<file path="config.mk">
export PLATFORM = sky130hd
export DESIGN_NAME = dns_message_field_parser_unit
export DESIGN_NICKNAME = d
export VERILOG_FILES = /design/src/dnsmfp_pkg.sv /design/src/dnsmfp_core.sv /design/src/dns_message_field_parser_unit.sv
export SDC_FILE = /design/constraint.sdc
export NUM_CORES = 1
export LEC_CHECK = 0
export BUFFER_PORTS_ARGS = -buffer_cell sky130_fd_sc_hd__buf_2
export CORE_MARGIN = 4
export CORE_UTILIZATION = 25
export CTS_CLUSTER_SIZE = 24
export DETAILED_ROUTE_END_ITERATION = 6
export PLACE_DENSITY_LB_ADDON = 0.2
export SYNTH_ARGS = -nofsm -noshare
export SYNTH_HDL_FRONTEND = slang
export SYNTH_HIERARCHICAL = 1
export SYNTH_SLANG_ARGS = --single-unit
</file>
<file path="constraint.sdc">
create_clock -name clk -period 12 [get_ports clk]
set_clock_uncertainty 0.2 [all_clocks]
set_input_delay 1.8 -clock clk [delete_from_list [all_inputs] [get_ports clk]]
set_output_delay 1.8 -clock clk [all_outputs]
set_load 0.01 [all_outputs]
</file>
<file path="src/dnsmfp_pkg.sv">
// ----------------------------------------------------------------------------
// dnsmfp_pkg
// Shared types and constants of the DNS message field parser.
// ----------------------------------------------------------------------------
package dnsmfp_pkg;

  localparam int PACKET_BYTES  = 2048;
  localparam int MAX_QUESTIONS = 32;
  localparam int MAX_ANSWERS   = 32;

  localparam int OFS_W    = 11;
  localparam int OFS_MAX  = (PACKET_BYTES - 1 < 2047) ? PACKET_BYTES - 1 : 2047;
  localparam int QCNT_W   = $clog2(MAX_QUESTIONS + 1);
  localparam int ACNT_W   = $clog2(MAX_ANSWERS + 1);

  localparam int HDR_BYTES   = 12;
  localparam int HDR_SHIFTED = 8;
  localparam int TC_BYTES    = 4;
  localparam int TTL_BYTES   = 4;
  localparam int RDLEN_BYTES = 2;

  localparam logic [7:0] PTR_MASK = 8'hc0;

  localparam int TDATA_W = 184;

  typedef enum logic [2:0] {
    PH_HEADER,
    PH_NAME,
    PH_PTR2,
    PH_TYPECLASS,
    PH_TTL,
    PH_RDLEN,
    PH_RDATA,
    PH_DONE
  } phase_t;

  typedef enum logic [2:0] {
    KIND_HEADER   = 3'd0,
    KIND_QUESTION = 3'd1,
    KIND_ANSWER   = 3'd2,
    KIND_SHORT    = 3'd3,
    KIND_TRUNC    = 3'd4
  } kind_t;

  typedef struct packed {
    kind_t              result_kind;
    logic [15:0]        query_id;
    logic [15:0]        header_flags;
    logic [15:0]        question_count;
    logic [15:0]        answer_count;
    logic [OFS_W-1:0]   name_offset;
    logic [10:0]        name_length;
    logic [15:0]        record_type;
    logic [15:0]        record_class;
    logic [31:0]        time_to_live;
    logic [OFS_W-1:0]   rdata_offset;
    logic [15:0]        rdata_length;
  } res_t;

endpackage

</file>
<file path="src/dnsmfp_core.sv">
// ----------------------------------------------------------------------------
// dnsmfp_core
// Per-byte parse state machine; produces at most one result per accepted byte.
// ----------------------------------------------------------------------------
module dnsmfp_core import dnsmfp_pkg::*; (
  input  logic       clk,
  input  logic       rst_n,
  input  logic       in_fire,
  input  logic [7:0] packet_byte,
  input  logic       last_byte,
  output logic       res_valid,
  output res_t       res
);

  phase_t              phase_r, phase_nxt;
  logic [OFS_W-1:0]    byte_offset_r, byte_offset_nxt;
  logic [63:0]         header_shift_r, header_shift_nxt;
  logic [QCNT_W-1:0]   questions_left_r, questions_left_nxt;
  logic [ACNT_W-1:0]   answers_left_r, answers_left_nxt;
  logic [2:0]          field_position_r, field_position_nxt;
  logic [7:0]          label_skip_left_r, label_skip_left_nxt;
  logic [OFS_W-1:0]    record_start_r, record_start_nxt;
  logic [63:0]         tc_shift_r, tc_shift_nxt;
  logic [15:0]         rdata_skip_left_r, rdata_skip_left_nxt;
  logic [OFS_W-1:0]    rdata_start_r, rdata_start_nxt;
  logic [15:0]         saved_rdata_length_r, saved_rdata_length_nxt;
  logic [10:0]         name_bytes_r, name_bytes_nxt;

  logic [OFS_W-1:0]    cur, off_inc;
  logic                skip_zero, name_first, name_end, name_ptr;
  logic                tc_done, ttl_done, rdlen_done, q_emit, a_emit, hdr_emit;
  logic                in_record, trunc;
  logic [15:0]         rdlen_val, hdr_qd, hdr_an;
  logic [QCNT_W-1:0]   qd_clamp;
  logic [ACNT_W-1:0]   an_clamp;
  logic                more_hdr, more_q, more_a;
  logic [63:0]         tc_shifted;
  logic [10:0]         name_bytes_inc;

  assign cur     = byte_offset_r;
  assign off_inc = (cur < OFS_W'(OFS_MAX)) ? cur + OFS_W'(1) : OFS_W'(OFS_MAX);

  assign skip_zero  = (label_skip_left_r == 8'd0);
  assign name_first = (phase_r == PH_NAME) && (field_position_r == 3'd0);
  assign name_end   = (phase_r == PH_NAME) && skip_zero && (packet_byte == 8'd0);
  assign name_ptr   = (phase_r == PH_NAME) && skip_zero && (packet_byte != 8'd0) &&
                      ((packet_byte & PTR_MASK) != 8'd0);

  assign tc_done    = (phase_r == PH_TYPECLASS) && (field_position_r == 3'(TC_BYTES - 1));
  assign ttl_done   = (phase_r == PH_TTL) && (field_position_r == 3'(TTL_BYTES - 1));
  assign rdlen_done = (phase_r == PH_RDLEN) && (field_position_r == 3'(RDLEN_BYTES - 1));
  assign rdlen_val  = {saved_rdata_length_r[7:0], packet_byte};
  assign q_emit     = tc_done && (questions_left_r != '0);
  assign a_emit     = (rdlen_done && (rdlen_val == 16'd0)) ||
                      ((phase_r == PH_RDATA) && (rdata_skip_left_r == 16'd1));
  assign hdr_emit   = (phase_r == PH_HEADER) && (cur >= OFS_W'(HDR_BYTES - 1));

  assign hdr_qd   = header_shift_r[31:16];
  assign hdr_an   = header_shift_r[15:0];
  assign qd_clamp = (hdr_qd < 16'(MAX_QUESTIONS)) ? hdr_qd[QCNT_W-1:0] : QCNT_W'(MAX_QUESTIONS);
  assign an_clamp = (hdr_an < 16'(MAX_ANSWERS)) ? hdr_an[ACNT_W-1:0] : ACNT_W'(MAX_ANSWERS);

  assign more_hdr = (qd_clamp != '0) || (an_clamp != '0);
  assign more_q   = (questions_left_r > QCNT_W'(1)) || (answers_left_r != '0);
  assign more_a   = (answers_left_r > ACNT_W'(1)) || (questions_left_r != '0);

  assign in_record = (phase_r != PH_HEADER) && (phase_r != PH_DONE);
  assign trunc     = last_byte && in_record && !(q_emit || a_emit);

  assign tc_shifted     = {tc_shift_r[55:0], packet_byte};
  assign name_bytes_inc = (name_bytes_r != '1) ? name_bytes_r + 11'd1 : name_bytes_r;

  // next phase
  always_comb begin
    phase_nxt = phase_r;
    if (in_fire) begin
      if (last_byte) begin
        phase_nxt = PH_HEADER;
      end else begin
        unique case (phase_r)
          PH_HEADER: begin
            if (hdr_emit) phase_nxt = more_hdr ? PH_NAME : PH_DONE;
          end
          PH_NAME: begin
            if (name_end) phase_nxt = PH_TYPECLASS;
            else if (name_ptr) phase_nxt = PH_PTR2;
          end
          PH_PTR2: phase_nxt = PH_TYPECLASS;
          PH_TYPECLASS: begin
            if (tc_done) begin
              if (q_emit) phase_nxt = more_q ? PH_NAME : PH_DONE;
              else phase_nxt = PH_TTL;
            end
          end
          PH_TTL: begin
            if (ttl_done) phase_nxt = PH_RDLEN;
          end
          PH_RDLEN: begin
            if (rdlen_done) begin
              if (a_emit) phase_nxt = more_a ? PH_NAME : PH_DONE;
              else phase_nxt = PH_RDATA;
            end
          end
          PH_RDATA: begin
            if (a_emit) phase_nxt = more_a ? PH_NAME : PH_DONE;
          end
          PH_DONE: phase_nxt = PH_DONE;
          default: phase_nxt = PH_HEADER;
        endcase
      end
    end
  end

  // datapath next values
  always_comb begin
    byte_offset_nxt        = byte_offset_r;
    header_shift_nxt       = header_shift_r;
    questions_left_nxt     = questions_left_r;
    answers_left_nxt       = answers_left_r;
    field_position_nxt     = field_position_r;
    label_skip_left_nxt    = label_skip_left_r;
    record_start_nxt       = record_start_r;
    tc_shift_nxt           = tc_shift_r;
    rdata_skip_left_nxt    = rdata_skip_left_r;
    rdata_start_nxt        = rdata_start_r;
    saved_rdata_length_nxt = saved_rdata_length_r;
    name_bytes_nxt         = name_bytes_r;
    if (in_fire) begin
      byte_offset_nxt = off_inc;
      case (phase_r)
        PH_HEADER: begin
          if (cur < OFS_W'(HDR_SHIFTED)) header_shift_nxt = {header_shift_r[55:0], packet_byte};
          if (hdr_emit) begin
            questions_left_nxt  = qd_clamp;
            answers_left_nxt    = an_clamp;
            field_position_nxt  = 3'd0;
            label_skip_left_nxt = 8'd0;
          end
        end
        PH_NAME: begin
          if (name_first) begin
            record_start_nxt   = cur;
            name_bytes_nxt     = 11'd1;
            field_position_nxt = 3'd1;
          end else begin
            name_bytes_nxt = name_bytes_inc;
          end
          if (!skip_zero) begin
            label_skip_left_nxt = label_skip_left_r - 8'd1;
          end else if (name_end) begin
            field_position_nxt = 3'd0;
          end else if (!name_ptr) begin
            label_skip_left_nxt = packet_byte;
          end
        end
        PH_PTR2: begin
          name_bytes_nxt     = name_bytes_inc;
          field_position_nxt = 3'd0;
        end
        PH_TYPECLASS: begin
          tc_shift_nxt       = tc_shifted;
          field_position_nxt = field_position_r + 3'd1;
          if (tc_done) begin
            field_position_nxt = 3'd0;
            if (q_emit) questions_left_nxt = questions_left_r - QCNT_W'(1);
          end
        end
        PH_TTL: begin
          tc_shift_nxt       = tc_shifted;
          field_position_nxt = ttl_done ? 3'd0 : field_position_r + 3'd1;
        end
        PH_RDLEN: begin
          saved_rdata_length_nxt = rdlen_val;
          field_position_nxt     = field_position_r + 3'd1;
          if (rdlen_done) begin
            field_position_nxt  = 3'd0;
            rdata_start_nxt     = off_inc;
            rdata_skip_left_nxt = rdlen_val;
            if (a_emit) answers_left_nxt = answers_left_r - ACNT_W'(1);
          end
        end
        PH_RDATA: begin
          rdata_skip_left_nxt = rdata_skip_left_r - 16'd1;
          if (a_emit) answers_left_nxt = answers_left_r - ACNT_W'(1);
        end
        default: ;
      endcase
      if (last_byte) begin
        byte_offset_nxt     = '0;
        questions_left_nxt  = '0;
        answers_left_nxt    = '0;
        field_position_nxt  = 3'd0;
        label_skip_left_nxt = 8'd0;
      end
    end
  end

  // result
  always_comb begin
    res       = '0;
    res_valid = 1'b0;
    if (in_fire) begin
      if (trunc) begin
        res_valid       = 1'b1;
        res.result_kind = KIND_TRUNC;
        res.name_offset = name_first ? cur : record_start_r;
      end else if (hdr_emit) begin
        res_valid          = 1'b1;
        res.result_kind    = KIND_HEADER;
        res.query_id       = {header_shift_r[55:48], header_shift_r[63:56]};
        res.header_flags   = header_shift_r[47:32];
        res.question_count = hdr_qd;
        res.answer_count   = hdr_an;
      end else if ((phase_r == PH_HEADER) && last_byte) begin
        res_valid       = 1'b1;
        res.result_kind = KIND_SHORT;
      end else if (q_emit) begin
        res_valid        = 1'b1;
        res.result_kind  = KIND_QUESTION;
        res.name_offset  = record_start_r;
        res.name_length  = name_bytes_r;
        res.record_type  = tc_shifted[31:16];
        res.record_class = tc_shifted[15:0];
      end else if (a_emit) begin
        res_valid        = 1'b1;
        res.result_kind  = KIND_ANSWER;
        res.name_offset  = record_start_r;
        res.name_length  = name_bytes_r;
        res.record_type  = tc_shift_r[63:48];
        res.record_class = tc_shift_r[47:32];
        res.time_to_live = tc_shift_r[31:0];
        res.rdata_offset = rdlen_done ? off_inc : rdata_start_r;
        res.rdata_length = rdlen_done ? rdlen_val : saved_rdata_length_r;
      end
    end
  end

  always_ff @(posedge clk) begin
    if (!rst_n) begin
      phase_r           <= PH_HEADER;
      byte_offset_r     <= '0;
      questions_left_r  <= '0;
      answers_left_r    <= '0;
      field_position_r  <= 3'd0;
      label_skip_left_r <= 8'd0;
    end else begin
      phase_r           <= phase_nxt;
      byte_offset_r     <= byte_offset_nxt;
      questions_left_r  <= questions_left_nxt;
      answers_left_r    <= answers_left_nxt;
      field_position_r  <= field_position_nxt;
      label_skip_left_r <= label_skip_left_nxt;
    end
  end

  always_ff @(posedge clk) begin
    header_shift_r       <= header_shift_nxt;
    record_start_r       <= record_start_nxt;
    tc_shift_r           <= tc_shift_nxt;
    rdata_skip_left_r    <= rdata_skip_left_nxt;
    rdata_start_r        <= rdata_start_nxt;
    saved_rdata_length_r <= saved_rdata_length_nxt;
    name_bytes_r         <= name_bytes_nxt;
  end

endmodule

</file>
<file path="src/dns_message_field_parser_unit.sv">
// ----------------------------------------------------------------------------
// dns_message_field_parser_unit
// DNS packet field parser with a streaming byte input and a result output.
// ----------------------------------------------------------------------------
// The unit takes one packet byte per cycle and never stalls on its own: the
// parse state is updated by single-cycle logic for every accepted word, and a
// result (header, question, answer, short header or truncated record) is
// registered into the two-entry output buffer with the byte that completes
// it, behind any earlier result; in_tready drops only when two results wait
// behind a stalled output. No clearing pass after reset.
module dns_message_field_parser_unit import dnsmfp_pkg::*; (
  input  logic               clk,
  input  logic               rst_n,
  input  logic               in_tvalid,
  output logic               in_tready,
  input  logic [7:0]         in_tdata,   // packet_byte
  input  logic               in_tlast,   // last_byte
  output logic               out_tvalid,
  input  logic               out_tready,
  // query_id, header_flags, question_count, answer_count, name_offset,
  // name_length, record_type, record_class, time_to_live, rdata_offset,
  // rdata_length, zero pad
  output logic [TDATA_W-1:0] out_tdata,
  output logic [2:0]         out_tuser   // result_kind
);

  logic in_fire, push, pop;
  res_t res;
  res_t head_r, skid_r;
  logic head_valid_r, skid_valid_r;

  assign in_tready = !skid_valid_r;
  assign in_fire   = in_tvalid && in_tready;
  assign pop       = head_valid_r && out_tready;

  dnsmfp_core u_core (
    .clk         (clk),
    .rst_n       (rst_n),
    .in_fire     (in_fire),
    .packet_byte (in_tdata),
    .last_byte   (in_tlast),
    .res_valid   (push),
    .res         (res)
  );

  always_ff @(posedge clk) begin
    if (!rst_n) begin
      head_valid_r <= 1'b0;
      skid_valid_r <= 1'b0;
    end else if (pop || !head_valid_r) begin
      if (skid_valid_r) begin
        head_valid_r <= 1'b1;
        skid_valid_r <= push;
      end else begin
        head_valid_r <= push;
      end
    end else if (push) begin
      skid_valid_r <= 1'b1;
    end
  end

  always_ff @(posedge clk) begin
    if (pop || !head_valid_r) begin
      if (skid_valid_r) begin
        head_r <= skid_r;
        if (push) skid_r <= res;
      end else if (push) begin
        head_r <= res;
      end
    end else if (push) begin
      skid_r <= res;
    end
  end

  assign out_tvalid = head_valid_r;
  assign out_tuser  = head_r.result_kind;
  assign out_tdata  = {7'd0, head_r.rdata_length, head_r.rdata_offset, head_r.time_to_live,
                       head_r.record_class, head_r.record_type, head_r.name_length,
                       head_r.name_offset, head_r.answer_count, head_r.question_count,
                       head_r.header_flags, head_r.query_id};

`ifndef SYNTHESIS
  a_skid_needs_head: assert property (@(posedge clk) disable iff (!rst_n)
    skid_valid_r |-> head_valid_r) else $error("skid entry without head entry");

  a_skid_holds: assert property (@(posedge clk) disable iff (!rst_n)
    (skid_valid_r && !pop) |=> skid_valid_r) else $error("skid entry lost");

  a_head_drains: assert property (@(posedge clk) disable iff (!rst_n)
    (pop && !skid_valid_r && !push) |=> !head_valid_r) else $error("result repeated");

  a_push_lands: assert property (@(posedge clk) disable iff (!rst_n)
    (push && !head_valid_r) |=> (head_valid_r && !skid_valid_r))
    else $error("result not placed in head");

  a_no_push_when_full: assert property (@(posedge clk) disable iff (!rst_n)
    skid_valid_r |-> !push) else $error("result produced while buffer full");
`endif

endmodule

</file>
==> flow_summary_export.csv <==
group,metric,value,unit
yosys,seq_area_frac_synth,0.697,
finish,nets,1818,
finish,multiInputGateArea,6980,sq um
detailed_routing,route.detailed.drc,0,
placement,post-dp-hpwl,40.1,mm
finish,drive_above_1_share,0.279,
detailed_routing,drt_wl_total,61.1,mm
sta,fin_tns_setup,0,ns
clocking,ctsRootBufferMaster,"clkbuf_16",
run_status,status,"finished, final reports clean",
finish,n_fill_cell,9933,
yosys,yosysMostFrequentCell,"edfxtp_1",
sta,worst_slack,6.64,ns
worst_hold_path,min_from,"u_core/header_shift_r[48]",
detailed_routing,ant_nets,0,
sta,tightest_slew,1.12,ns
yosys,postSynthAreaPerCell,15.7,sq um
sta,max_freq,186,MHz
sta,setup_violations,0,
global_route,gr-total-overflow,0,
placement,dpl_cell_area,27200,sq um
power_and_ir_drop,power.internal,0.00363,W
finish,n_antenna_cell,0,
floorplan,start_util,0.253,
sta,relSlewSlack,0.253,
worst_setup_path,critPathRequiredTime,12.03,ns
worst_setup_path,cp-end-kind,"flip-flop",
floorplan,die_w,324,um
finish,syn_to_final_growth,18.3,%
yosys,synthTopCellsByCount,"553 x edfxtp_1, 134 x mux2_4, 122 x and2_1",
worst_hold_path,worstHoldPathCells,0,
yosys,synth_cell_types,75,
detailed_routing,wl_per_cell,19.5,um
clocking,clock-sinks,592,
global_route,grt_pass1_wl,91.5,mm
sta,fin_crit,5.36,ns
finish,final_area,29500,sq um
placement,io_buffer_count,194,
detailed_routing,drtIter0Drc,866,
global_route,grt_pass1_vias,14200,
worst_setup_path,r2r_start,"u_core/phase_r[1]",
yosys,yosys.area_share.simple,0.0867,
global_route,grt_max_degree,149,
clocking,cts_tree,"done",
placement,place_ws,6.02,ns
yosys,synth_mux_area_frac,0.107,
worst_setup_path,rr_endpoint,"out_tdata[91]",
floorplan,die_h,324,um
power_and_ir_drop,power_switching_share,0.219,
worst_hold_path,min_to,"u_core/header_shift_r[56]",
clocking,postCtsSetupRepairBufs,0,
worst_setup_path,worstSetupPathType,"reg2reg",
power_and_ir_drop,power_density,158,nW/um^2
sta,fin_crit_sh,0.447,
floorplan,placementRows,115,
global_route,antenna_found_initial,7,
yosys,synth_top_family_by_area,"multiplexers",
yosys,synth_edf_count,553,
power_and_ir_drop,seqPwrFrac,0.507,
yosys,synth-seq-cells,592,
clocking,cts_buffer_depth,3,
power_and_ir_drop,power.leakage,10.4,nW
sta,slew_viol_final,0,
worst_setup_path,reg2reg_slack,6.64,ns
worst_setup_path,crit_start,"u_core/phase_r[1]",
yosys,yosys_warnings,6,
power_and_ir_drop,ir_worst_vdd,93.0,uV
worst_setup_path,crit_arrival,5.39,ns
yosys,ys.flop_type,"edfxtp_1",
clocking,clk_latency,0.61,ns
yosys,yosysTopAreaCell,"edfxtp_1",
yosys,ys_top_cells_by_area,"edfxtp_1 67%, mux2_4 8.1%, dfxtp_1 3.1%",
power_and_ir_drop,p_switching,0.00102,W
yosys,synthXorXnorAreaFrac,0.0126,
yosys,synth_fa_ha_area_frac,0.00752,
detailed_routing,avgViaCountPerCell,4.40,
floorplan,io_pins,202,
power_and_ir_drop,pwr-share-clk,0.458,
worst_setup_path,r2r_cells,7,
finish,register_area,17400,sq um
power_and_ir_drop,p_total,0.00465,W
yosys,syn_area,24900,sq um
floorplan,die-area,105000,sq um
sta,rsz0062_at_grt,"no",
yosys,synth_cells,1590,
worst_setup_path,start_kind,"flip-flop",
clocking,cts.repair.resized,0,
sta,final-hold-violation-count,0,
floorplan,core,98700,sq um
worst_setup_path,critPathMaxFanout,148,
run,maxCapViolCount,0,
clocking,numCtsBuffers,71,
clocking,h-tree-depth,3,
worst_hold_path,min_path_type,"reg2reg",
clocking,cts-hold-fix-buffers,0,
yosys,synth-compound-area-share,0.0620,
detailed_routing,vias,13800,
global_route,grt_usage,0.114,
placement,gp_congestion,0.800,
yosys,async_reset_ff_frac,0,
detailed_routing,dr.pass1.iters,7,
yosys,yosys.area.top_type_share,0.666,
clocking,clk_pin_slew,0.06,ns
power_and_ir_drop,pwr-share-comb,0.035,
## state kept, by name (all words and copies together), names as in the netlist, 6 cells and up
name                         flops
out_tdata                      177
u_core/record_start_r           11
u_core/name_bytes_r             11
u_core/answers_left_r            6
u_core/label_skip_left_r         8
u_core/header_shift_r           64
u_core/byte_offset_r            11
u_core/questions_left_r          6
u_core/saved_rdata_length_r     16
u_core/rdata_skip_left_r        16
u_core/tc_shift_r               64
u_core/rdata_start_r            11
skid_r                         180
## cell families (layout without fill, tap and decap cells)
logic type | count (synthesis) | in the layout
AO/OA/AOI/OAI | 221 | 221
XOR/XNOR | 36 | 36
adder cells (fa/ha/maj) | 15 | 15
buffers and inverters | 124 | 372
flip-flops | 592 | 592
multiplexers | 195 | 195
other | 1 | 7
AND/OR/NAND/NOR | 406 | 406
## placed cells by master (no fill, tap or decap), types with 34 or more instances in the layout
cell / Yosys / layout
a21oi_1: 54 / 54
and2_1: 122 / 122
buf_2: 22 / 194
clkbuf_16: 0 / 71
dfxtp_1: 39 / 38
edfxtp_1: 553 / 553
inv_1: 34 / 34
mux2_2: 46 / 46
mux2_4: 134 / 134
nand2_1: 96 / 96
nor2_1: 59 / 54
o21ai_0: 34 / 34
## worst max-delay path, stage by stage, from the launching register on
cell,delay [ns]
dfxtp_1,0.72
nand3_1,0.94
nor3_1,0.55
nor2_1,0.25
a31oi_1,0.44
nor2_1,0.14
nor2_4,0.85
buf_12,0.64
## worst max path at each step
stage,endpoint,slack (ns),cells after the start
2_1_floorplan,out_tdata[0],0.68,7
6_report,out_tdata[91],6.64,7
5_1_grt,out_tdata[91],6.08,7
3_5_place_dp,out_tdata[13],6.02,9
4_1_cts,out_tdata[91],6.61,7
3_3_place_gp,out_tdata[115],6.16,9
## through the flow
step / instances / util / hold slack, ns
floorplan: 1596 / - / 0.217
global placement: 3004 / 0.276 / 0.228
detailed placement: 3004 / 0.276 / 0.227
CTS: 3131 / 0.299 / 0.240
global route: 3131 / 0.299 / 0.253
finish: 3131 / 0.299 / 0.238
## layer usage
metal,wire (um),track usage,up-vias,part of all wire
li1,-,-,6432,-
met1,28500,0.158,6876,0.47
met2,28700,0.185,359,0.47
met3,2620,0.0205,102,0.043
met4,1330,0.0320,0,0.022
met5,0,0,-,0
## area by class of cell
type	count	area share
clock buffer	89	0.0625
clock inverter	38	0.0152
inverter	35	0.00445
multi-input combinational	880	0.236
sequential	592	0.589
tap	1287	0.0545
timing repair buffer	210	0.0378
## power groups by stage
stage | Sequential (W) | Clock (W) | Combinational (W)
after floorplan | 0.00242 | 0 | 0.0000727
after global placement | 0.00240 | 0 | 0.000169
after detailed placement | 0.00240 | 0 | 0.000170
after CTS | 0.00236 | 0.00221 | 0.000170
after global routing | 0.00236 | 0.00230 | 0.000179
final | 0.00236 | 0.00213 | 0.000164
Power figures use the tool's default switching activity.
